File: src/detection_record_decoder_assert.svh
`ifndef DETECTION_RECORD_DECODER_ASSERT_SVH
`define DETECTION_RECORD_DECODER_ASSERT_SVH

// Checks that a condition holds in the same cycle whenever the antecedent holds.
`define DRD_ASSERT_IMPL(name, clk_s, rstn_s, ante, cons, msg) \
  name: assert property (@(posedge clk_s) disable iff (!rstn_s) (ante) |-> (cons)) \
    else $error(msg);

// Checks that a condition holds in the cycle after the antecedent holds.
`define DRD_ASSERT_NEXT(name, clk_s, rstn_s, ante, cons, msg) \
  name: assert property (@(posedge clk_s) disable iff (!rstn_s) (ante) |=> (cons)) \
    else $error(msg);

`endif

File: src/drd_pkg.sv
package drd_pkg;

  // Record layout and field widths.
  localparam int BOX_VALUES      = 5;
  localparam int DEF_MAX_CLASSES = 128;
  localparam int RAW_W           = 32;
  localparam int COORD_W         = 16;
  localparam int CLASS_INDEX_W   = 7;
  localparam int SCORE_W         = 32;
  localparam int CLASS_COUNT_W   = 8;
  localparam int PROD_W          = 2 * RAW_W;
  localparam int OUT_DATA_W      = 104;
  localparam int IN_DATA_W       = 32;

  // Configuration port.
  localparam int CFG_INDEX_W = 1;
  localparam int CFG_DATA_W  = 32;
  localparam logic [CFG_INDEX_W-1:0] REG_SCORE_THRESHOLD = 1'b0;
  localparam logic [CFG_INDEX_W-1:0] REG_CLASS_COUNT     = 1'b1;
  localparam logic signed [RAW_W-1:0]   THRESHOLD_RESET   = 32'sd32768;
  localparam logic [CLASS_COUNT_W-1:0]  CLASS_COUNT_RESET = 8'd80;

  // Positions of the box values at the head of a record.
  localparam int POS_CENTER_X = 0;
  localparam int POS_CENTER_Y = 1;
  localparam int POS_SIZE_X   = 2;
  localparam int POS_SIZE_Y   = 3;

  // A finished record that passed the threshold test.
  typedef struct packed {
    logic [RAW_W-1:0]         center_x;
    logic [RAW_W-1:0]         center_y;
    logic [RAW_W-1:0]         size_x;
    logic [RAW_W-1:0]         size_y;
    logic [RAW_W-1:0]         objectness;
    logic [RAW_W-1:0]         best_score;
    logic [CLASS_INDEX_W-1:0] best_class;
  } rec_t;

  // Q16.16 to integer, truncated toward zero.
  function automatic logic signed [COORD_W-1:0] trunc_int(input logic signed [RAW_W-1:0] v);
    logic signed [RAW_W-1:0] adj;
    adj = v + (v[RAW_W-1] ? 32'sd65535 : 32'sd0);
    return adj[RAW_W-1:RAW_W-COORD_W];
  endfunction

  // Saturate a 17-bit difference to the 16-bit signed range.
  function automatic logic signed [COORD_W-1:0] sat16(input logic signed [COORD_W:0] v);
    logic [COORD_W-1:0] res;
    if (v[COORD_W] != v[COORD_W-1]) begin
      res = v[COORD_W] ? {1'b1, {(COORD_W-1){1'b0}}} : {1'b0, {(COORD_W-1){1'b1}}};
    end else begin
      res = v[COORD_W-1:0];
    end
    return res;
  endfunction

endpackage

File: src/drd_record_tracker.sv
`include "detection_record_decoder_assert.svh"

module drd_record_tracker #(
  parameter int MAX_CLASSES = drd_pkg::DEF_MAX_CLASSES
) (
  input  logic                                   clk,
  input  logic                                   rst_n,
  input  logic                                   en,
  input  logic                                   in_valid,
  input  logic signed [drd_pkg::RAW_W-1:0]       raw_value,
  input  logic signed [drd_pkg::RAW_W-1:0]       score_threshold,
  input  logic [drd_pkg::CLASS_COUNT_W-1:0]      class_count,
  output logic                                   rec_valid,
  output drd_pkg::rec_t                          rec
);
  import drd_pkg::*;

  localparam int POS_W = $clog2(MAX_CLASSES + BOX_VALUES);
  localparam int CLS_W = (MAX_CLASSES > 1) ? $clog2(MAX_CLASSES) : 1;
  localparam int CMP_W = (POS_W > CLASS_COUNT_W) ? POS_W : CLASS_COUNT_W;
  localparam logic [POS_W-1:0] POS_MAX = POS_W'(MAX_CLASSES + BOX_VALUES - 1);

  logic [POS_W-1:0]        pos_r, pos_nxt;
  logic signed [RAW_W-1:0] cx_r, cx_nxt;
  logic signed [RAW_W-1:0] cy_r, cy_nxt;
  logic signed [RAW_W-1:0] sx_r, sx_nxt;
  logic signed [RAW_W-1:0] sy_r, sy_nxt;
  logic signed [RAW_W-1:0] obj_r, obj_nxt;
  logic signed [RAW_W-1:0] best_r, best_nxt;
  logic [CLS_W-1:0]        best_cls_r, best_cls_nxt;
  logic                    rec_valid_r, rec_valid_nxt;
  rec_t                    rec_r, rec_nxt;

  logic [CMP_W-1:0] cc_ext;
  logic [CMP_W-1:0] classes;
  logic [POS_W-1:0] last_pos;
  logic [CLS_W-1:0] cls_idx;
  logic             in_fire;
  logic             is_box;
  logic             at_last;
  logic             take;
  logic             pass;

  // Effective class count, clamped to one and to the class limit.
  always_comb begin
    cc_ext = CMP_W'(class_count);
    if (cc_ext == '0) begin
      classes = CMP_W'(1);
    end else if (cc_ext > CMP_W'(MAX_CLASSES)) begin
      classes = CMP_W'(MAX_CLASSES);
    end else begin
      classes = cc_ext;
    end
    last_pos = POS_W'(classes + CMP_W'(BOX_VALUES - 1));
  end

  // Position decode and the running maximum compare.
  always_comb begin
    in_fire  = in_valid && en;
    is_box   = pos_r < POS_W'(BOX_VALUES);
    at_last  = pos_r >= last_pos;
    cls_idx  = CLS_W'(pos_r - POS_W'(BOX_VALUES));
    take     = (pos_r == POS_W'(BOX_VALUES)) || (raw_value > best_r);
    best_nxt     = take ? raw_value : best_r;
    best_cls_nxt = take ? cls_idx : best_cls_r;
    pass     = (obj_r >= score_threshold) && (best_nxt >= score_threshold);
  end

  // Record state update on each input transfer.
  always_comb begin
    pos_nxt = pos_r;
    cx_nxt  = cx_r;
    cy_nxt  = cy_r;
    sx_nxt  = sx_r;
    sy_nxt  = sy_r;
    obj_nxt = obj_r;
    if (in_fire) begin
      if (is_box) begin
        case (pos_r)
          POS_W'(POS_CENTER_X): cx_nxt = raw_value;
          POS_W'(POS_CENTER_Y): cy_nxt = raw_value;
          POS_W'(POS_SIZE_X):   sx_nxt = raw_value;
          POS_W'(POS_SIZE_Y):   sy_nxt = raw_value;
          default:              obj_nxt = raw_value;
        endcase
        pos_nxt = pos_r + POS_W'(1);
      end else if (at_last) begin
        pos_nxt = '0;
      end else begin
        pos_nxt = pos_r + POS_W'(1);
      end
    end
  end

  // Finished record handed to the box stage.
  always_comb begin
    rec_valid_nxt       = in_fire && !is_box && at_last && pass;
    rec_nxt.center_x    = cx_r;
    rec_nxt.center_y    = cy_r;
    rec_nxt.size_x      = sx_r;
    rec_nxt.size_y      = sy_r;
    rec_nxt.objectness  = obj_r;
    rec_nxt.best_score  = best_nxt;
    rec_nxt.best_class  = CLASS_INDEX_W'(best_cls_nxt);
  end

  // Control state.
  always_ff @(posedge clk) begin
    if (!rst_n) begin
      pos_r       <= '0;
      rec_valid_r <= 1'b0;
    end else begin
      pos_r <= pos_nxt;
      if (en) begin
        rec_valid_r <= rec_valid_nxt;
      end
    end
  end

  // Box values and running maximum.
  always_ff @(posedge clk) begin
    cx_r  <= cx_nxt;
    cy_r  <= cy_nxt;
    sx_r  <= sx_nxt;
    sy_r  <= sy_nxt;
    obj_r <= obj_nxt;
    if (in_fire && !is_box) begin
      best_r     <= best_nxt;
      best_cls_r <= best_cls_nxt;
    end
    if (en) begin
      rec_r <= rec_nxt;
    end
  end

  assign rec_valid = rec_valid_r;
  assign rec       = rec_r;

  // The position never runs past the last score of the largest record.
  `DRD_ASSERT_IMPL(a_pos_bound, clk, rst_n, 1'b1, pos_r <= POS_MAX, "record position out of range")
  // A waiting record always leaves the tracker at the head of a new record.
  `DRD_ASSERT_IMPL(a_rec_restart, clk, rst_n, rec_valid_r, pos_r == '0, "record not restarted")

endmodule

File: src/drd_box_calc.sv
`include "detection_record_decoder_assert.svh"

module drd_box_calc (
  input  logic                                   clk,
  input  logic                                   rst_n,
  input  logic                                   en,
  input  logic                                   rec_valid,
  input  drd_pkg::rec_t                          rec,
  output logic                                   out_valid,
  output logic signed [drd_pkg::COORD_W-1:0]     box_left,
  output logic signed [drd_pkg::COORD_W-1:0]     box_top,
  output logic signed [drd_pkg::COORD_W-1:0]     box_width,
  output logic signed [drd_pkg::COORD_W-1:0]     box_height,
  output logic [drd_pkg::CLASS_INDEX_W-1:0]      class_index,
  output logic signed [drd_pkg::SCORE_W-1:0]     detection_score
);
  import drd_pkg::*;

  localparam int SAT_HI = PROD_W - 1;
  localparam int SAT_LO = SCORE_W + 15;

  // Truncation and product stage.
  logic                      b_valid_r;
  logic signed [COORD_W-1:0] b_cx_r, b_cx_nxt;
  logic signed [COORD_W-1:0] b_cy_r, b_cy_nxt;
  logic signed [COORD_W-1:0] b_w_r, b_w_nxt;
  logic signed [COORD_W-1:0] b_h_r, b_h_nxt;
  logic [CLASS_INDEX_W-1:0]  b_cls_r;
  logic signed [PROD_W-1:0]  b_prod_r, b_prod_nxt;
  logic signed [RAW_W-1:0]   score_s;
  logic signed [RAW_W-1:0]   obj_s;

  // Output register.
  logic                      out_valid_r;
  logic signed [COORD_W-1:0] left_r, left_nxt;
  logic signed [COORD_W-1:0] top_r, top_nxt;
  logic signed [COORD_W-1:0] width_r;
  logic signed [COORD_W-1:0] height_r;
  logic [CLASS_INDEX_W-1:0]  cls_r;
  logic signed [SCORE_W-1:0] score_r, score_nxt;
  logic signed [COORD_W-1:0] half_w;
  logic signed [COORD_W-1:0] half_h;
  logic                      score_ovf;

  // Integer parts of the box values and the score product.
  always_comb begin
    b_cx_nxt   = trunc_int($signed(rec.center_x));
    b_cy_nxt   = trunc_int($signed(rec.center_y));
    b_w_nxt    = trunc_int($signed(rec.size_x));
    b_h_nxt    = trunc_int($signed(rec.size_y));
    score_s    = $signed(rec.best_score);
    obj_s      = $signed(rec.objectness);
    b_prod_nxt = PROD_W'(score_s) * PROD_W'(obj_s);
  end

  // Edges from center and half size, and the saturated Q16.16 score.
  always_comb begin
    half_w    = (b_w_r + $signed({{(COORD_W-1){1'b0}}, b_w_r[COORD_W-1]})) >>> 1;
    half_h    = (b_h_r + $signed({{(COORD_W-1){1'b0}}, b_h_r[COORD_W-1]})) >>> 1;
    left_nxt  = sat16((COORD_W+1)'(b_cx_r) - (COORD_W+1)'(half_w));
    top_nxt   = sat16((COORD_W+1)'(b_cy_r) - (COORD_W+1)'(half_h));
    score_ovf = !((&b_prod_r[SAT_HI:SAT_LO]) || !(|b_prod_r[SAT_HI:SAT_LO]));
    if (score_ovf) begin
      score_nxt = b_prod_r[SAT_HI] ? {1'b1, {(SCORE_W-1){1'b0}}}
                                   : {1'b0, {(SCORE_W-1){1'b1}}};
    end else begin
      score_nxt = b_prod_r[SAT_LO:16];
    end
  end

  // Valid flags move only when the pipeline advances.
  always_ff @(posedge clk) begin
    if (!rst_n) begin
      b_valid_r   <= 1'b0;
      out_valid_r <= 1'b0;
    end else if (en) begin
      b_valid_r   <= rec_valid;
      out_valid_r <= b_valid_r;
    end
  end

  // Payload registers.
  always_ff @(posedge clk) begin
    if (en) begin
      b_cx_r   <= b_cx_nxt;
      b_cy_r   <= b_cy_nxt;
      b_w_r    <= b_w_nxt;
      b_h_r    <= b_h_nxt;
      b_cls_r  <= rec.best_class;
      b_prod_r <= b_prod_nxt;
      left_r   <= left_nxt;
      top_r    <= top_nxt;
      width_r  <= b_w_r;
      height_r <= b_h_r;
      cls_r    <= b_cls_r;
      score_r  <= score_nxt;
    end
  end

  assign out_valid       = out_valid_r;
  assign box_left        = left_r;
  assign box_top         = top_r;
  assign box_width       = width_r;
  assign box_height      = height_r;
  assign class_index     = cls_r;
  assign detection_score = score_r;

  // A result only appears after the product stage held a record.
  `DRD_ASSERT_IMPL(a_out_from_prod, clk, rst_n, $rose(out_valid_r), $past(b_valid_r), "result without record")
  // A stalled pipeline keeps its record in the product stage.
  `DRD_ASSERT_NEXT(a_prod_hold, clk, rst_n, b_valid_r && !en, b_valid_r, "record dropped in stall")

endmodule

File: src/detection_record_decoder.sv
// The last score passes the tracker, product and output registers to out_tvalid.
// One raw value per cycle unless the output stalls; detections add no stall.
// The pipeline advances whenever the output register is empty or being taken.
// Reset (rst_n low, synchronous) clears the record position and all valid flags and
// restores score_threshold to 0.5 and class_count to 80.
module detection_record_decoder #(
  parameter int MAX_CLASSES = drd_pkg::DEF_MAX_CLASSES
) (
  input  logic                                 clk,
  input  logic                                 rst_n,
  input  logic                                 in_tvalid,
  output logic                                 in_tready,
  input  logic [drd_pkg::IN_DATA_W-1:0]        in_tdata,   // [31:0] raw_value
  output logic                                 out_tvalid,
  input  logic                                 out_tready,
  // [15:0] box_left, [31:16] box_top, [47:32] box_width, [63:48] box_height,
  // [70:64] class_index, [102:71] detection_score, [103] zero
  output logic [drd_pkg::OUT_DATA_W-1:0]       out_tdata,
  input  logic                                 cfg_valid,
  output logic                                 cfg_ready,
  input  logic [drd_pkg::CFG_INDEX_W-1:0]      cfg_index,
  input  logic [drd_pkg::CFG_DATA_W-1:0]       cfg_data
);
  import drd_pkg::*;

  logic signed [RAW_W-1:0]    thr_r, thr_nxt;
  logic [CLASS_COUNT_W-1:0]   cc_r, cc_nxt;
  logic                       cfg_fire;
  logic                       en;
  logic                       rec_valid;
  rec_t                       rec;
  logic                       out_valid;
  logic signed [COORD_W-1:0]  box_left;
  logic signed [COORD_W-1:0]  box_top;
  logic signed [COORD_W-1:0]  box_width;
  logic signed [COORD_W-1:0]  box_height;
  logic [CLASS_INDEX_W-1:0]   class_index;
  logic signed [SCORE_W-1:0]  detection_score;

  // Configuration writes are always accepted.
  assign cfg_ready = 1'b1;
  assign cfg_fire  = cfg_valid && cfg_ready;

  always_comb begin
    thr_nxt = thr_r;
    cc_nxt  = cc_r;
    if (cfg_fire) begin
      case (cfg_index)
        REG_SCORE_THRESHOLD: thr_nxt = $signed(cfg_data[RAW_W-1:0]);
        REG_CLASS_COUNT:     cc_nxt  = cfg_data[CLASS_COUNT_W-1:0];
        default: ;
      endcase
    end
  end

  always_ff @(posedge clk) begin
    if (!rst_n) begin
      thr_r <= THRESHOLD_RESET;
      cc_r  <= CLASS_COUNT_RESET;
    end else begin
      thr_r <= thr_nxt;
      cc_r  <= cc_nxt;
    end
  end

  // The whole pipeline advances together unless a result is stuck at the output.
  assign en        = !out_valid || out_tready;
  assign in_tready = en;

  drd_record_tracker #(
    .MAX_CLASSES(MAX_CLASSES)
  ) u_tracker (
    .clk             (clk),
    .rst_n           (rst_n),
    .en              (en),
    .in_valid        (in_tvalid),
    .raw_value       ($signed(in_tdata[RAW_W-1:0])),
    .score_threshold (thr_r),
    .class_count     (cc_r),
    .rec_valid       (rec_valid),
    .rec             (rec)
  );

  drd_box_calc u_box (
    .clk             (clk),
    .rst_n           (rst_n),
    .en              (en),
    .rec_valid       (rec_valid),
    .rec             (rec),
    .out_valid       (out_valid),
    .box_left        (box_left),
    .box_top         (box_top),
    .box_width       (box_width),
    .box_height      (box_height),
    .class_index     (class_index),
    .detection_score (detection_score)
  );

  // Result packing, first field in the lowest bits.
  assign out_tvalid = out_valid;
  assign out_tdata  = {1'b0, detection_score, class_index,
                       box_height, box_width, box_top, box_left};

endmodule
File: config.mk
export PLATFORM = sky130hd
export DESIGN_NAME = detection_record_decoder
export DESIGN_NICKNAME = d
export VERILOG_FILES = /design/src/drd_pkg.sv /design/src/drd_record_tracker.sv /design/src/drd_box_calc.sv /design/src/detection_record_decoder.sv
export VERILOG_INCLUDE_DIRS = /design/src /design/src/src
export SDC_FILE = /design/constraint.sdc
export NUM_CORES = 2
export LEC_CHECK = 0
export BUFFER_PORTS_ARGS = -buffer_cell sky130_fd_sc_hd__buf_2
export CAP_MARGIN = 15
export CORE_UTILIZATION = 65
export CTS_CLUSTER_SIZE = 25
export DETAILED_ROUTE_END_ITERATION = 10
export PLACE_DENSITY = 0.83
export SLEW_MARGIN = 20
export SYNTH_ARGS = -nofsm -noshare
export SYNTH_HDL_FRONTEND = slang
export SYNTH_SLANG_ARGS = --single-unit
File: constraint.sdc
create_clock -name clk -period 17.5 [get_ports clk]
set_clock_uncertainty 0.1 [all_clocks]
set_input_delay 1.75 -clock clk [delete_from_list [all_inputs] [get_ports clk]]
set_output_delay 1.75 -clock clk [all_outputs]
set_load 0.02 [all_outputs]
==> run_summary.xml <==
<?xml version="1.0" encoding="UTF-8"?>
<metrics>
  <group name="hold_path">
    <metric name="timing.hold.worst_endpoint" unit="">u_tracker.rec[191]$_DFFE_PN_</metric>
    <metric name="worstHoldStart" unit="">u_tracker.cx_r[24]$_DFFE_PP_</metric>
    <metric name="path_type_of_the_worst_min_delay_path" unit="">register to register</metric>
    <metric name="holdPathStages" unit="">0</metric>
  </group>
  <group name="sta">
    <metric name="setup_tns" unit="ps">0</metric>
    <metric name="fmaxAchievable" unit="MHz">112</metric>
    <metric name="timing.final.crit_share" unit="">0.511</metric>
    <metric name="fin_crit" unit="ps">8940</metric>
    <metric name="final-hold-violation-count" unit="">0</metric>
    <metric name="rsz0062_at_grt" unit="">false</metric>
    <metric name="maxSlewViolCount" unit="">0</metric>
    <metric name="slew_at_the_pin_closest_to_its_max_slew_limit" unit="ps">1220</metric>
    <metric name="finalWorstSetupSlack" unit="ps">8560</metric>
    <metric name="timing.max_slew.rel_slack" unit="">0.189</metric>
    <metric name="setup_viol" unit="">0</metric>
  </group>
  <group name="final_layout">
    <metric name="design.final.nets" unit="">7370</metric>
    <metric name="design_area" unit="µm²">69100</metric>
    <metric name="fraction_of_final_layout_cells_with_drive_strength_greater_than_1" unit="">0.0766</metric>
    <metric name="area_growth_synth_to_finish" unit="%">7.16</metric>
    <metric name="fillers" unit="">6585</metric>
  </group>
  <group name="die">
    <metric name="starting_utilization_of_the_core_area" unit="">0.656</metric>
    <metric name="chipHeight" unit="µm">317</metric>
    <metric name="die_width" unit="µm">317</metric>
    <metric name="core_region_area" unit="µm²">98300</metric>
    <metric name="placement_row_count" unit="">115</metric>
    <metric name="io_pins" unit="">177</metric>
    <metric name="die_area" unit="µm²">100000</metric>
  </group>
  <group name="placed_design">
    <metric name="hpwlAfterDp" unit="µm">113000</metric>
    <metric name="gp_routability_congestion" unit="">0.905</metric>
    <metric name="postPlaceCellArea" unit="µm²">66700</metric>
    <metric name="portBuffers" unit="">174</metric>
    <metric name="place_worst_setup_slack" unit="ps">8510</metric>
  </group>
  <group name="routing">
    <metric name="avgViaCountPerCell" unit="">5.90</metric>
    <metric name="wl" unit="µm">155000</metric>
    <metric name="routed-via-count" unit="">42384</metric>
    <metric name="remaining_antenna_violation_count_after_routing" unit="">0</metric>
    <metric name="drt_first_pass_iters" unit="">6</metric>
    <metric name="detail_route.wl_per_cell" unit="µm">21.6</metric>
    <metric name="initialDrtViolationCount" unit="">3509</metric>
    <metric name="drc_errors" unit="">0</metric>
  </group>
  <group name="synth">
    <metric name="postSynth.topFlopCell" unit="">edfxtp_1</metric>
    <metric name="synth_edf_count" unit="">620</metric>
    <metric name="synthDistinctLibCells" unit="">95</metric>
    <metric name="synth_top_area_cell" unit="">fa_1</metric>
    <metric name="synthArstFlopShare" unit="">0</metric>
    <metric name="synth_top_cells_by_count" unit="">inv_1 (1092), fa_1 (1083), nand2_1 (660)</metric>
    <metric name="synthesis.nets" unit="">7276</metric>
    <metric name="synth_seq_cells" unit="">671</metric>
    <metric name="syn_avg_cell_area" unit="µm²">11.2</metric>
    <metric name="synth_instances" unit="">5739</metric>
    <metric name="post-synth-top-count-cell" unit="">inv_1</metric>
    <metric name="yosys-top-cells-area" unit="">fa_1 (34%), edfxtp_1 (29%), ha_1 (7.5%), inv_1 (6.4%), and2_1 (5.0%)</metric>
    <metric name="netlist_area" unit="µm²">64500</metric>
    <metric name="yosysWarningCount" unit="">0</metric>
    <metric name="seq_total_area_yosys" unit="">0.305</metric>
    <metric name="post-synth-top-area-fraction" unit="">0.336</metric>
  </group>
  <group name="setup_path">
    <metric name="cp.arrival" unit="ps">9320</metric>
    <metric name="worst_r2r_startpoint" unit="">u_tracker.rec[43]$_DFFE_PN_</metric>
    <metric name="reg2reg_setup_slack" unit="ps">8560</metric>
    <metric name="worst_setup_path_start_kind" unit="">register</metric>
    <metric name="timing.critical_path.required" unit="ps">17880</metric>
    <metric name="end_kind" unit="">register</metric>
    <metric name="cp_max_fo" unit="">32</metric>
    <metric name="reg2reg_depth" unit="">22</metric>
    <metric name="timing_worst_setup_path_type" unit="">register to register</metric>
    <metric name="rr_endpoint" unit="">u_box.b_prod_r[62]$_DFFE_PN_</metric>
  </group>
  <group name="global_route">
    <metric name="groute.usage.overall" unit="">0.327</metric>
    <metric name="number_of_antenna_violations_at_the_first_check_in_global_routing" unit="">14</metric>
    <metric name="pin_count_of_the_biggest_net_entering_global_routing" unit="">201</metric>
    <metric name="first_global_vias" unit="">46903</metric>
    <metric name="grt_pass1_wl" unit="µm">249000</metric>
    <metric name="grt-ovfl-total" unit="">0</metric>
  </group>
  <group name="cts">
    <metric name="sinks_on_the_clock_net" unit="">671</metric>
    <metric name="clk_root_buffer_cell" unit="">clkbuf_16</metric>
    <metric name="cts.clk_slew.worst_paths" unit="ps">80</metric>
    <metric name="max-clock-path-buffers" unit="">3</metric>
    <metric name="cts_setup_buffers" unit="">0</metric>
    <metric name="postcts_resize_cnt" unit="">0</metric>
    <metric name="tritoncts.num_buffers" unit="">71</metric>
    <metric name="htree_levels" unit="">3</metric>
    <metric name="worst_skew_pair.late_latency" unit="ps">670</metric>
    <metric name="cts_tree" unit="">done</metric>
    <metric name="ctsHoldBuffers" unit="">0</metric>
  </group>
  <group name="run">
    <metric name="cap_violations" unit="">0</metric>
  </group>
  <group name="outcome">
    <metric name="run_status" unit="">finished, final reports clean</metric>
  </group>
</metrics>
area by class of cell:
class / instances / area (µm²) / area share
flip-flops and latches: 671 / 19600 / 0.284
repair buffers: 251 / 1500 / 0.0217
clock inverters: 39 / 455 / 0.00659
well taps: 1287 / 1610 / 0.0233
diodes: 6 / 15.0 / 0.000217
clock buffers: 89 / 1930 / 0.0279
inverters: 1094 / 4110 / 0.0595
multi-input cells: 3744 / 39800 / 0.577
kinds of logic (layout without fill, tap and decap cells):
family                     after synthesis  after routing  share of synthesized area
and+or+nand+nor                       1555           1555                      0.120
adders and majority gates             1468           1468                      0.411
buffers and inverters                 1324           1473                     0.0781
DFF                                    671            671                      0.305
AOI/OAI and AO/OA                      493            493                     0.0517
xor gates and xnor gates               185            185                     0.0252
muxes                                   41             41                    0.00933
other                                    2              8                   0.000116
sequential cells by signal (all words and copies together) (netlist names), 16 cells and up:
register,count
u_box.b_cx_r,16
u_tracker.cx_r,32
u_tracker.obj_r,32
u_box.detection_score,32
u_box.b_h_r,16
u_box.box_left,16
u_tracker.sx_r,32
u_box.box_width,16
u_tracker.sy_r,32
thr_r,32
u_box.b_prod_r,48
u_box.box_height,16
u_tracker.cy_r,32
u_box.box_top,16
u_tracker.rec,199
u_box.b_w_r,16
u_tracker.best_r,32
u_box.b_cy_r,16
worst max-delay path: stages (launching register included):
cell,delay [ps]
edfxtp_1,1100
and2_1,280
fa_1,480
fa_1,490
fa_1,750
fa_1,1000
inv_1,380
fa_1,580
inv_1,60
fa_1,520
inv_1,50
fa_1,380
fa_1,550
inv_1,40
ha_1,390
a21o_1,220
a21oi_1,150
nor2b_1,60
o21ai_0,150
nand2b_1,70
a211oi_1,420
nand2_1,190
o311ai_1,320
metrics by stage:
| stage | std cells | hold WS [ps] | util |
|---|---|---|---|
| floorplan | 5739 | 300 | - |
| global placement | 7044 | 300 | 0.678 |
| detailed placement | 7045 | 305 | 0.678 |
| CTS | 7173 | 306 | 0.703 |
| global route | 7175 | 319 | 0.703 |
| finish | 7181 | 309 | 0.703 |
routing by layer:
metal / track usage / share of wire
met5: 0 / 0
met4: 0.215 / 0.075
met3: 0.0631 / 0.084
met2: 0.552 / 0.49
met1: 0.384 / 0.35
worst max path at each step:
| stage | slack (ps) | cells past startpoint | end | startpoint |
|---|---|---|---|---|
| floorplan | 3630 | 4 | u_tracker.best_cls_r[0]$_DFFE_PP_ | out_tready |
| global placement | 8770 | 23 | u_box.b_prod_r[62]$_DFFE_PN_ | u_tracker.rec[41]$_DFFE_PN_ |
| global route | 8050 | 22 | u_box.b_prod_r[62]$_DFFE_PN_ | u_tracker.rec[43]$_DFFE_PN_ |
| finish | 8560 | 22 | u_box.b_prod_r[62]$_DFFE_PN_ | u_tracker.rec[43]$_DFFE_PN_ |
| CTS | 8440 | 23 | u_box.b_prod_r[62]$_DFFE_PN_ | u_tracker.rec[41]$_DFFE_PN_ |
| detailed placement | 8510 | 23 | u_box.b_prod_r[62]$_DFFE_PN_ | u_tracker.rec[41]$_DFFE_PN_ |
cells in the final DEF (no fill, tap or decap), drive strengths merged, types with 39 or more instances in the layout:
| cell type | instances |
|---|---|
| inv | 1096 |
| fa | 1083 |
| nand2 | 661 |
| edfxtp | 620 |
| and2 | 519 |
| ha | 384 |
| buf | 251 |
| a21oi | 169 |
| nor2 | 114 |
| xnor2 | 101 |
| a21o | 92 |
| clkbuf | 89 |
| o21ai | 85 |
| xor2 | 84 |
| nand3 | 68 |
| dfxtp | 51 |
| nand4 | 42 |
| mux2 | 39 |
Power is left out: the tool's default activity adds up to more than one toggle a clock period on the data nets, which glitch-free logic cannot reach.
